$ cat config.mk
export PLATFORM = sky130hd
export DESIGN_NAME = adjacent_track_duplicate_selector_core
export DESIGN_NICKNAME = d
export VERILOG_FILES = /design/src/atds_pkg.sv /design/src/atds_out_fifo.sv /design/src/adjacent_track_duplicate_selector_core.sv
export SDC_FILE = /design/constraint.sdc
export NUM_CORES = 2
export LEC_CHECK = 0
export ABC_AREA = 1
export BUFFER_PORTS_ARGS = -buffer_cell sky130_fd_sc_hd__buf_2
export CAP_MARGIN = 30
export CORE_AREA = 10 10 462 464
export DETAILED_ROUTE_END_ITERATION = 12
export DIE_AREA = 0 0 472 474
export GPL_ROUTABILITY_DRIVEN = 0
export MAX_ROUTING_LAYER = met4
export PLACE_DENSITY = 0.48
export SYNTH_ARGS = -nofsm -noshare
export SYNTH_HDL_FRONTEND = slang
export SYNTH_SLANG_ARGS = --single-unit
export TNS_END_PERCENT = 1
$ cat constraint.sdc
create_clock -name clk -period 10.4 [get_ports clk]
set_input_delay 1.04 -clock clk [delete_from_list [all_inputs] [get_ports clk]]
set_output_delay 1.04 -clock clk [all_outputs]
set_load 0.05 [all_outputs]
$ cat src/atds_pkg.sv
// Shared types, constants and helpers for the adjacent track duplicate selector.
package atds_pkg;

  localparam int INDEX_BITS_DEFAULT = 40;
  localparam int ENTRY_BITS         = 40;
  localparam int CFG_DATA_W         = 16;
  localparam int OUT_DEPTH          = 4;

  localparam logic [11:0] BX_WINDOW_RESET  = 12'd5;
  localparam logic [15:0] ETA_WINDOW_RESET = 16'd410;

  typedef enum logic {
    REG_BX_WINDOW  = 1'b0,
    REG_ETA_WINDOW = 1'b1
  } cfg_reg_t;

  typedef struct packed {
    logic [31:0]        run_number;
    logic [31:0]        lumi_block;
    logic [31:0]        orbit;
    logic [11:0]        bunch_crossing;
    logic signed [15:0] eta_value;
    logic [7:0]         stub_count;
    logic [7:0]         bx_spread;
    logic               is_last;
  } req_t;

  typedef struct packed {
    logic [31:0]        run_number;
    logic [31:0]        lumi_block;
    logic [31:0]        orbit;
    logic [11:0]        bunch_crossing;
    logic signed [15:0] eta_value;
    logic [7:0]         stub_count;
    logic [7:0]         bx_spread;
  } cand_t;

  typedef struct packed {
    logic [ENTRY_BITS-1:0] entry_index;
    logic [31:0]           out_run;
    logic [31:0]           out_lumi;
    logic [31:0]           out_orbit;
    logic [11:0]           out_bx;
    logic signed [15:0]    out_eta;
    logic [7:0]            out_stubs;
    logic [7:0]            out_spread;
    logic                  final_flag;
  } rsp_t;

  function automatic cand_t to_cand(req_t r);
    cand_t c;
    c.run_number     = r.run_number;
    c.lumi_block     = r.lumi_block;
    c.orbit          = r.orbit;
    c.bunch_crossing = r.bunch_crossing;
    c.eta_value      = r.eta_value;
    c.stub_count     = r.stub_count;
    c.bx_spread      = r.bx_spread;
    return c;
  endfunction

  function automatic rsp_t make_rsp(cand_t c, logic [63:0] idx, logic fin);
    rsp_t o;
    o.entry_index = idx[ENTRY_BITS-1:0];
    o.out_run     = c.run_number;
    o.out_lumi    = c.lumi_block;
    o.out_orbit   = c.orbit;
    o.out_bx      = c.bunch_crossing;
    o.out_eta     = c.eta_value;
    o.out_stubs   = c.stub_count;
    o.out_spread  = c.bx_spread;
    o.final_flag  = fin;
    return o;
  endfunction

endpackage

$ cat src/atds_out_fifo.sv
// Result queue: takes up to two results per cycle, hands out one per cycle when not stalled.
module atds_out_fifo #(
  parameter int DEPTH = atds_pkg::OUT_DEPTH
) (
  input  logic             clk,
  input  logic             rst,
  input  logic [1:0]       push_n,
  input  atds_pkg::rsp_t   push_a,
  input  atds_pkg::rsp_t   push_b,
  output logic             room,
  output logic             rsp_valid,
  input  logic             rsp_stall,
  output atds_pkg::rsp_t   rsp
);

  localparam int PTR_W = $clog2(DEPTH);
  localparam int CNT_W = $clog2(DEPTH + 1);

  atds_pkg::rsp_t mem [DEPTH];
  logic [PTR_W-1:0] wr_ptr;
  logic [PTR_W-1:0] rd_ptr;
  logic [CNT_W-1:0] count;
  logic [CNT_W-1:0] count_next;
  logic [PTR_W-1:0] wr_ptr_b;
  logic             pop;

  assign pop        = rsp_valid && !rsp_stall;
  assign wr_ptr_b   = wr_ptr + PTR_W'(1);
  assign count_next = count + CNT_W'(push_n) - CNT_W'(pop);
  assign room       = (count <= CNT_W'(DEPTH - 2));
  assign rsp_valid  = (count != '0);
  assign rsp        = mem[rd_ptr];

  always_ff @(posedge clk) begin
    if (push_n != 2'd0) begin
      mem[wr_ptr] <= push_a;
    end
    if (push_n == 2'd2) begin
      mem[wr_ptr_b] <= push_b;
    end
  end

  always_ff @(posedge clk) begin
    if (rst) begin
      wr_ptr <= '0;
      rd_ptr <= '0;
      count  <= '0;
    end else begin
      wr_ptr <= wr_ptr + PTR_W'(push_n);
      rd_ptr <= rd_ptr + PTR_W'(pop);
      count  <= count_next;
    end
  end

endmodule

$ cat src/adjacent_track_duplicate_selector_core.sv
// Top level of the adjacent track duplicate selector.
//
// Request channel (req_valid / req_stall / req) carries one track candidate per
// request. A candidate joins the previous one's group when run, lumi block and
// orbit match and the bx and eta distances are below the configured windows.
// The kept candidate of a group (largest bx spread, then most stubs, earliest on
// a tie) is sent on the result channel (rsp_valid / rsp_stall / rsp) when the
// next group starts, and also after a request flagged is_last.
// Throughput: one request per cycle when not stalled; the grouping decision
// is made in the cycle the request is taken, and its results are pushed into the
// result queue. A request can cause two results; these leave one per cycle, when
// not stalled, through a four entry result queue, and requests are stalled while
// fewer than two queue slots are free. A two-result request closes its stream,
// and the next request finds no open group and gives at most one result, so
// without result stalls the queue never holds requests back.
// A stalled result holds the queue; requests keep flowing until it fills. Reset
// clears the queue, the open group and the stream index, and loads the windows
// with bx 5 and eta 410 (0.1 in 1/4096 units). Configuration must be
// written only while idle (cfg_we/cfg_index/cfg_data); the block does not check.
module adjacent_track_duplicate_selector_core #(
  parameter int INDEX_BITS = atds_pkg::INDEX_BITS_DEFAULT
) (
  input  logic                            clk,
  input  logic                            rst,
  input  logic                            cfg_we,
  input  logic                            cfg_index,
  input  logic [atds_pkg::CFG_DATA_W-1:0] cfg_data,
  input  logic                            req_valid,
  output logic                            req_stall,
  input  atds_pkg::req_t                  req,
  output logic                            rsp_valid,
  input  logic                            rsp_stall,
  output atds_pkg::rsp_t                  rsp
);

  logic [11:0]           bx_window;
  logic [15:0]           eta_window;
  logic                  have_group;
  logic [INDEX_BITS-1:0] item_count;
  logic [31:0]           last_run;
  logic [31:0]           prev_lumi;
  logic [31:0]           prev_orbit;
  logic [11:0]           prev_bx;
  logic signed [15:0]    prev_eta;
  atds_pkg::cand_t       best;
  logic [INDEX_BITS-1:0] best_index;

  logic                  req_fire;
  logic                  room;
  logic signed [12:0]    dbx;
  logic [12:0]           dbx_abs;
  logic signed [16:0]    deta;
  logic [16:0]           deta_abs;
  logic                  same;
  logic                  better;
  logic                  take;
  logic                  emit_old;
  atds_pkg::cand_t       cand;
  atds_pkg::cand_t       best_next;
  logic [INDEX_BITS-1:0] best_index_next;
  atds_pkg::rsp_t        old_rsp;
  atds_pkg::rsp_t        new_rsp;
  logic [1:0]            push_n;
  atds_pkg::rsp_t        push_a;

  assign req_stall = !room;
  assign req_fire  = req_valid && !req_stall;
  assign cand      = atds_pkg::to_cand(req);

  always_comb begin
    dbx      = $signed({1'b0, req.bunch_crossing}) - $signed({1'b0, prev_bx});
    dbx_abs  = dbx[12] ? 13'(-dbx) : 13'(dbx);
    deta     = $signed({req.eta_value[15], req.eta_value}) - $signed({prev_eta[15], prev_eta});
    deta_abs = deta[16] ? 17'(-deta) : 17'(deta);
    same     = have_group
            && (req.run_number == last_run)
            && (req.lumi_block == prev_lumi)
            && (req.orbit == prev_orbit)
            && (dbx_abs < {1'b0, bx_window})
            && (deta_abs < {1'b0, eta_window});
    better   = (req.bx_spread > best.bx_spread)
            || ((req.bx_spread == best.bx_spread) && (req.stub_count > best.stub_count));
    take     = !same || better;
    emit_old = !same && have_group;

    best_next       = take ? cand : best;
    best_index_next = take ? item_count : best_index;

    old_rsp = atds_pkg::make_rsp(best, 64'(best_index), 1'b0);
    new_rsp = atds_pkg::make_rsp(best_next, 64'(best_index_next), 1'b1);

    push_n = '0;
    push_a = new_rsp;
    if (req_fire) begin
      push_n = 2'(emit_old) + 2'(req.is_last);
      if (emit_old) begin
        push_a = old_rsp;
      end
    end
  end

  always_ff @(posedge clk) begin
    if (rst) begin
      bx_window  <= atds_pkg::BX_WINDOW_RESET;
      eta_window <= atds_pkg::ETA_WINDOW_RESET;
      have_group <= 1'b0;
      item_count <= '0;
    end else begin
      if (cfg_we) begin
        unique case (cfg_index)
          atds_pkg::REG_BX_WINDOW:  bx_window  <= cfg_data[11:0];
          atds_pkg::REG_ETA_WINDOW: eta_window <= cfg_data;
          default: ;
        endcase
      end
      if (req_fire) begin
        have_group <= !req.is_last;
        item_count <= req.is_last ? '0 : item_count + INDEX_BITS'(1);
      end
    end
  end

  always_ff @(posedge clk) begin
    if (req_fire) begin
      last_run   <= req.run_number;
      prev_lumi  <= req.lumi_block;
      prev_orbit <= req.orbit;
      prev_bx    <= req.bunch_crossing;
      prev_eta   <= req.eta_value;
      best       <= best_next;
      best_index <= best_index_next;
    end
  end

  atds_out_fifo #(
    .DEPTH (atds_pkg::OUT_DEPTH)
  ) u_out_fifo (
    .clk       (clk),
    .rst       (rst),
    .push_n    (push_n),
    .push_a    (push_a),
    .push_b    (new_rsp),
    .room      (room),
    .rsp_valid (rsp_valid),
    .rsp_stall (rsp_stall),
    .rsp       (rsp)
  );

  a_last_emits: assert property (@(posedge clk) disable iff (rst)
    req_fire && req.is_last |=> rsp_valid)
    else $error("no result after a last request");

  a_last_closes: assert property (@(posedge clk) disable iff (rst)
    req_fire && req.is_last |=> !have_group)
    else $error("group still open after a last request");

  a_idle_index: assert property (@(posedge clk) disable iff (rst)
    !have_group |-> item_count == '0)
    else $error("stream index nonzero with no open group");

  a_reset_empty: assert property (@(posedge clk)
    rst |=> !rsp_valid)
    else $error("result pending right after reset");

endmodule
-- Word level (Yosys, flattened, before mapping)
Memory sizes are Yosys's and may differ from the RTL's. A register that Yosys moved wholly into a read port is not among the register bits.
Cells that the tools add are included.
- add/subtract/negate cells: 11
- multiply operators: 0
- div/mod/pow operators: 0
- magnitude comparators: 5
- equal/unequal tests: 5
- shifts and indexed selects: 0
- multiplexer cells: 13
- bitwise gates (word level): 1
- reduce and logical (&&, ||, !) cells: 19
- operators by type and width (kind ; count):
    181-bit 2-to-1 mux ; 2
    140-bit 2-to-1 mux ; 1
    32-bit equality test ; 3
    40-bit 2-to-1 mux ; 2
    40-bit by 1-bit adder with 40-bit output, second input constant ; 1
    17-bit by 16-bit < comparator with 1-bit output ; 1
    17-bit 2-to-1 mux ; 1
    17-bit negation ; 1
    16-bit by 16-bit subtractor with 17-bit output ; 1
    8-bit greater-than comparator ; 2
    13-bit by 12-bit < comparator with 1-bit output ; 1
    13-bit 2-to-1 mux ; 1
    13-bit negation ; 1
    12-bit by 12-bit subtractor with 13-bit output ; 1
    1-bit logical AND ; 9
    8-bit equality test ; 1
    1-bit zero test ; 4
    1-bit 2-to-1 mux ; 4
    2-bit 2-to-1 mux ; 2
    2-bit AND reduction ; 2
    3-bit by 2-bit adder with 3-bit output ; 1
    3-bit by 2-bit <= comparator with 1-bit output, second input constant ; 1
    3-bit nonzero test ; 1
    3-bit by 1-bit subtractor with 3-bit output ; 1
    other kinds (8) ; 9
- flip-flop bits (word level): 380
- latch bits: 0
- RAM bits: 724
- bits in read-only memories: 0
- input port bits: 163
- output and inout bits: 183
- word-level logic and storage cells: 75
- memories: 1
- memory list (memory ; words ; bits a word ; rd ports ; clocked after Yosys merged registers in ; wr ports ; line ; source):
    u_out_fifo.mem ; 4 ; 181 ; 1 ; 1 ; 2 ; atds_out_fifo.sv:19 ; atds_pkg::rsp_t mem [DEPTH];

-- Longest topological paths before layout
- word-level depth: 13
- gate-level depth with buffers: 45
- mapped depth without buffers: 43

-- By module
From an unflattened synthesis, not the netlist that was laid out.
- cell total of the unflattened synthesis: 6787
- area, all modules: 59542.1 um^2
- by module, submodules not included (module ; times used ; cells an instance ; area each (um^2) ; sequential area each (um^2)):
    atds_out_fifo ; 1 ; 3607 ; 35161.2 ; 21881.0
    adjacent_track_duplicate_selector_core ; 1 ; 3180 ; 24380.9 ; 10510.1

-- Worst setup path before layout
No wires, ideal clock.
- path type: input -> register
- start point: in req_valid
- end point: mem u_out_fifo.mem[0][110] in the netlist's numbering (data pin)
- arrival time: 8366 ps
- required time: 10146 ps
- slack: 1780 ps
- stages on the path: 9
- buffers on the path: 2
- cells stage by stage: nand3_1 -> inv_1 -> nand3_4 -> inv_2 -> buf_6 -> buf_4 -> nand2_1 -> nand3_1 -> nand2_1
- RTL lines (element ; line ; source):
    start, declared ; adjacent_track_duplicate_selector_core.sv:28 ; input logic req_valid,
    end, declared ; atds_out_fifo.sv:19 ;

==> results.md <==
* Routed wire length per instance at 22.9 um
* Dpl cell area at 0.0653 mm2
* EDFF count, synth at 1024
* Final worst path period need at 7460 ps
* Fillcell total at 21.1k
* P_leak at 29.6 nW
* CP Data Required Time at 11050 ps
* Cell count after synthesis at 7291
* Syn. warnings at 0
* Wirelength, routed at 235000 um
* Final WS setup at 2940 ps
* Hold Fails Final Rpt at 0
* Initial antenna violation count at 33
* Crit path DAT at 8110 ps
* Initial Util at 0.299
* IO Count at 346
* Iter 0 DRT Violations at 4697
* Clk sink count at 1104
* Total CTS buffers at 138
* Sequential element share of the synthesized area at 0.531
* CP max-delay cell: buf_4
* Pin count of the biggest net entering global routing at 155
* Max Slew Vio Count at 0
* Root Driver: clkbuf_16
* IO buf count at 345
* GRT overflow at 0
* Clock buffer depth at 3
* Most frequent cells in the layout: nand2_1 (2480), edfxtp_1 (1024), nand3_1 (1015)
* Post-route cell area at 0.0698 mm2
* Worst Setup End Kind: flip-flop
* CP startpoint kind: primary input
* Synth Register Bits at 1104
* Final worst-path cycle share at 0.717
* Max incr delay on CP at 770 ps
* First-pass GRT wire length at 342000 um
* Peak supply drop at 196 uV
* Vias in the first global route at 50.9k
* Share of cells above drive strength 1 at 0.115
* Via density at 5.17
* Status: finished, final reports clean
* Vias at 53.1k
* Hold-fix buffers, CTS at 0
* Sequential power share at 0.345
* Die ar. at 0.224 mm2
* TritonCTS clock tree: yes
* Netlist cell types at 49
* Setup TNS at 0 ps
* Synth async-reset ratio at 0
* Worst slew pin tran at 1170 ps
* DRC at 0
* Sw Ratio at 0.427
* Critical path class: primary input to flip-flop
* Post-synthesis average cell area at 8.36 um2
* WHS at 452 ps
* Main synth FF type: edfxtp_1
* Comb power frac at 0.364
* Max cap viols at 0
* H-tree level count at 4
* Clk_skew at 43.0 ps
* DR pass1 iterations at 6
* Hold crit path type: primary input to flip-flop
* Worst-Skew Late Latency at 810 ps
* Clk pin slew, worst setup/hold paths at 70 ps
* Fmax at 0.134 GHz
* Max-slew headroom at 0.220
* Area grow syn2layout at 14.6%
* Mapped Area at 0.0609 mm2
* Syn_nets at 7536
* DP HPWL at 139000 um
* Most common cell after layout, fill and taps aside: nand2_1
* RSZ-0062 raised after global routing: no
* Crit-path max FO at 135
* Layout Nets at 7700
* Die X at 472 um
* P_sw at 7.00 mW
* Post-CTS Resized at 0
* Setup Fix Bufs, Post-CTS at 0
* Tot Pwr at 16.4 mW
* Worst slack at placement at 2240 ps
* Clock power frac at 0.292
* Power density cells at 235 mW/mm2
* Internal power at 9.38 mW
* Core area at 0.204 mm2
* Final setup vio count at 0
* GRT Total Usage at 0.208
* Die height at 474 um
* Detail Route Antenna Nets at 0
* Row cnt at 166
-- kinds of logic after synthesis --
group / count (synthesis) / synth area share
flip-flops: 1104 / 0.531
adder cells (fa/ha/maj): 82 / 0.0172
AO/OA/AOI/OAI: 727 / 0.0648
XOR/XNOR: 79 / 0.0114
buffers and inverters: 930 / 0.0614
AND/OR/NAND/NOR: 4369 / 0.314
-- metrics by stage --
step,instances,util
4_1_cts,10252,0.342
6_report,10274,0.342
3_5_place_dp,10001,0.320
2_1_floorplan,7291,-
5_1_grt,10266,0.342
3_3_place_gp,9995,0.319
-- final cells by class --
| cell class | count | area [um2] | area share |
|---|---|---|---|
| antenna | 20 | 50.0 | 0.000717 |
| multi-input combinational | 5257 | 24900 | 0.357 |
| inverter | 537 | 2050 | 0.0293 |
| clock inverter | 62 | 576 | 0.00825 |
| sequential | 1104 | 32400 | 0.464 |
| clock buffer | 189 | 3830 | 0.0548 |
| timing repair buffer | 417 | 2660 | 0.0381 |
| tap | 2688 | 3360 | 0.0482 |
-- cell usage after synthesis, types with 4 or more instances --
master	n	area share
buf_6	17	0.0031
edfxtp_1	1024	0.50
o21ai_0	417	0.034
nand4_1	38	0.0039
nand2_1	2480	0.15
o22ai_1	181	0.019
o21a_1	4	0.00049
nor2_1	532	0.033
nand3_2	158	0.026
nor4_1	7	0.00072
inv_1	529	0.033
buf_2	35	0.0029
and2_1	7	0.00072
or2_2	9	0.00092
o211ai_1	8	0.00099
dfxtp_1	80	0.026
xor2_1	43	0.0062
nand2_2	65	0.0067
buf_4	21	0.0026
a21oi_1	99	0.0081
nand3b_1	11	0.0014
clkbuf_1	286	0.018
nor3_2	7	0.0012
buf_1	34	0.0021
xnor2_1	36	0.0052
nand3_1	1016	0.083
inv_2	6	0.00037
nor3_1	29	0.0024
ha_1	79	0.016
-- layer usage --
layer	track usage	up-vias	wire length, um
met5	-	-	0
met4	0.0701	0	8190
met3	0.0315	412	16300
met2	0.328	2077	106000
met1	0.274	25659	104000
li1	-	24959	-
-- flip-flops by register name, summed over array words and instances, names as in the netlist, 3 cells and up --
name / count
last_run: 32
prev_bx: 12
eta_window: 16
best: 140
bx_window: 12
prev_orbit: 32
prev_eta: 16
u_out_fifo.count: 3
item_count: 40
prev_lumi: 32
best_index: 40
u_out_fifo.mem: 724
-- power by group through the flow --
stage | clock network (mW) | logic [mW] | registers, mW
finish | 4.77 | 5.95 | 5.64
floorplan | 0 | 3.91 | 5.74
global route | 5.02 | 6.39 | 5.69
CTS | 4.87 | 6.02 | 5.64
detailed placement | 0 | 6.00 | 5.73
global placement | 0 | 5.95 | 5.73
-- path summary, 6_finish.rpt --
check          startpoint                      to  slack (ps)  depth (start not counted)
max               req[17]  u_out_fifo.mem[3][114]        2940                         36
min               req[33]              prev_bx[0]         450                          1
max reg2reg   prev_eta[0]  u_out_fifo.mem[3][114]        2970                         34
min reg2reg  bx_window[1]            bx_window[1]         460                          2
-- worst max-delay path: cells and delay by family --
| kind | cells | cell delay, ps |
|---|---|---|
| buffers and inverters | 7 | 1770 |
| AOI/OAI and AO/OA | 1 | 100 |
| adders and majority gates | 4 | 1150 |
| xor gates and xnor gates | 1 | 150 |
| and+or+nand+nor | 23 | 3570 |
(Power assumes the default switching activity.)
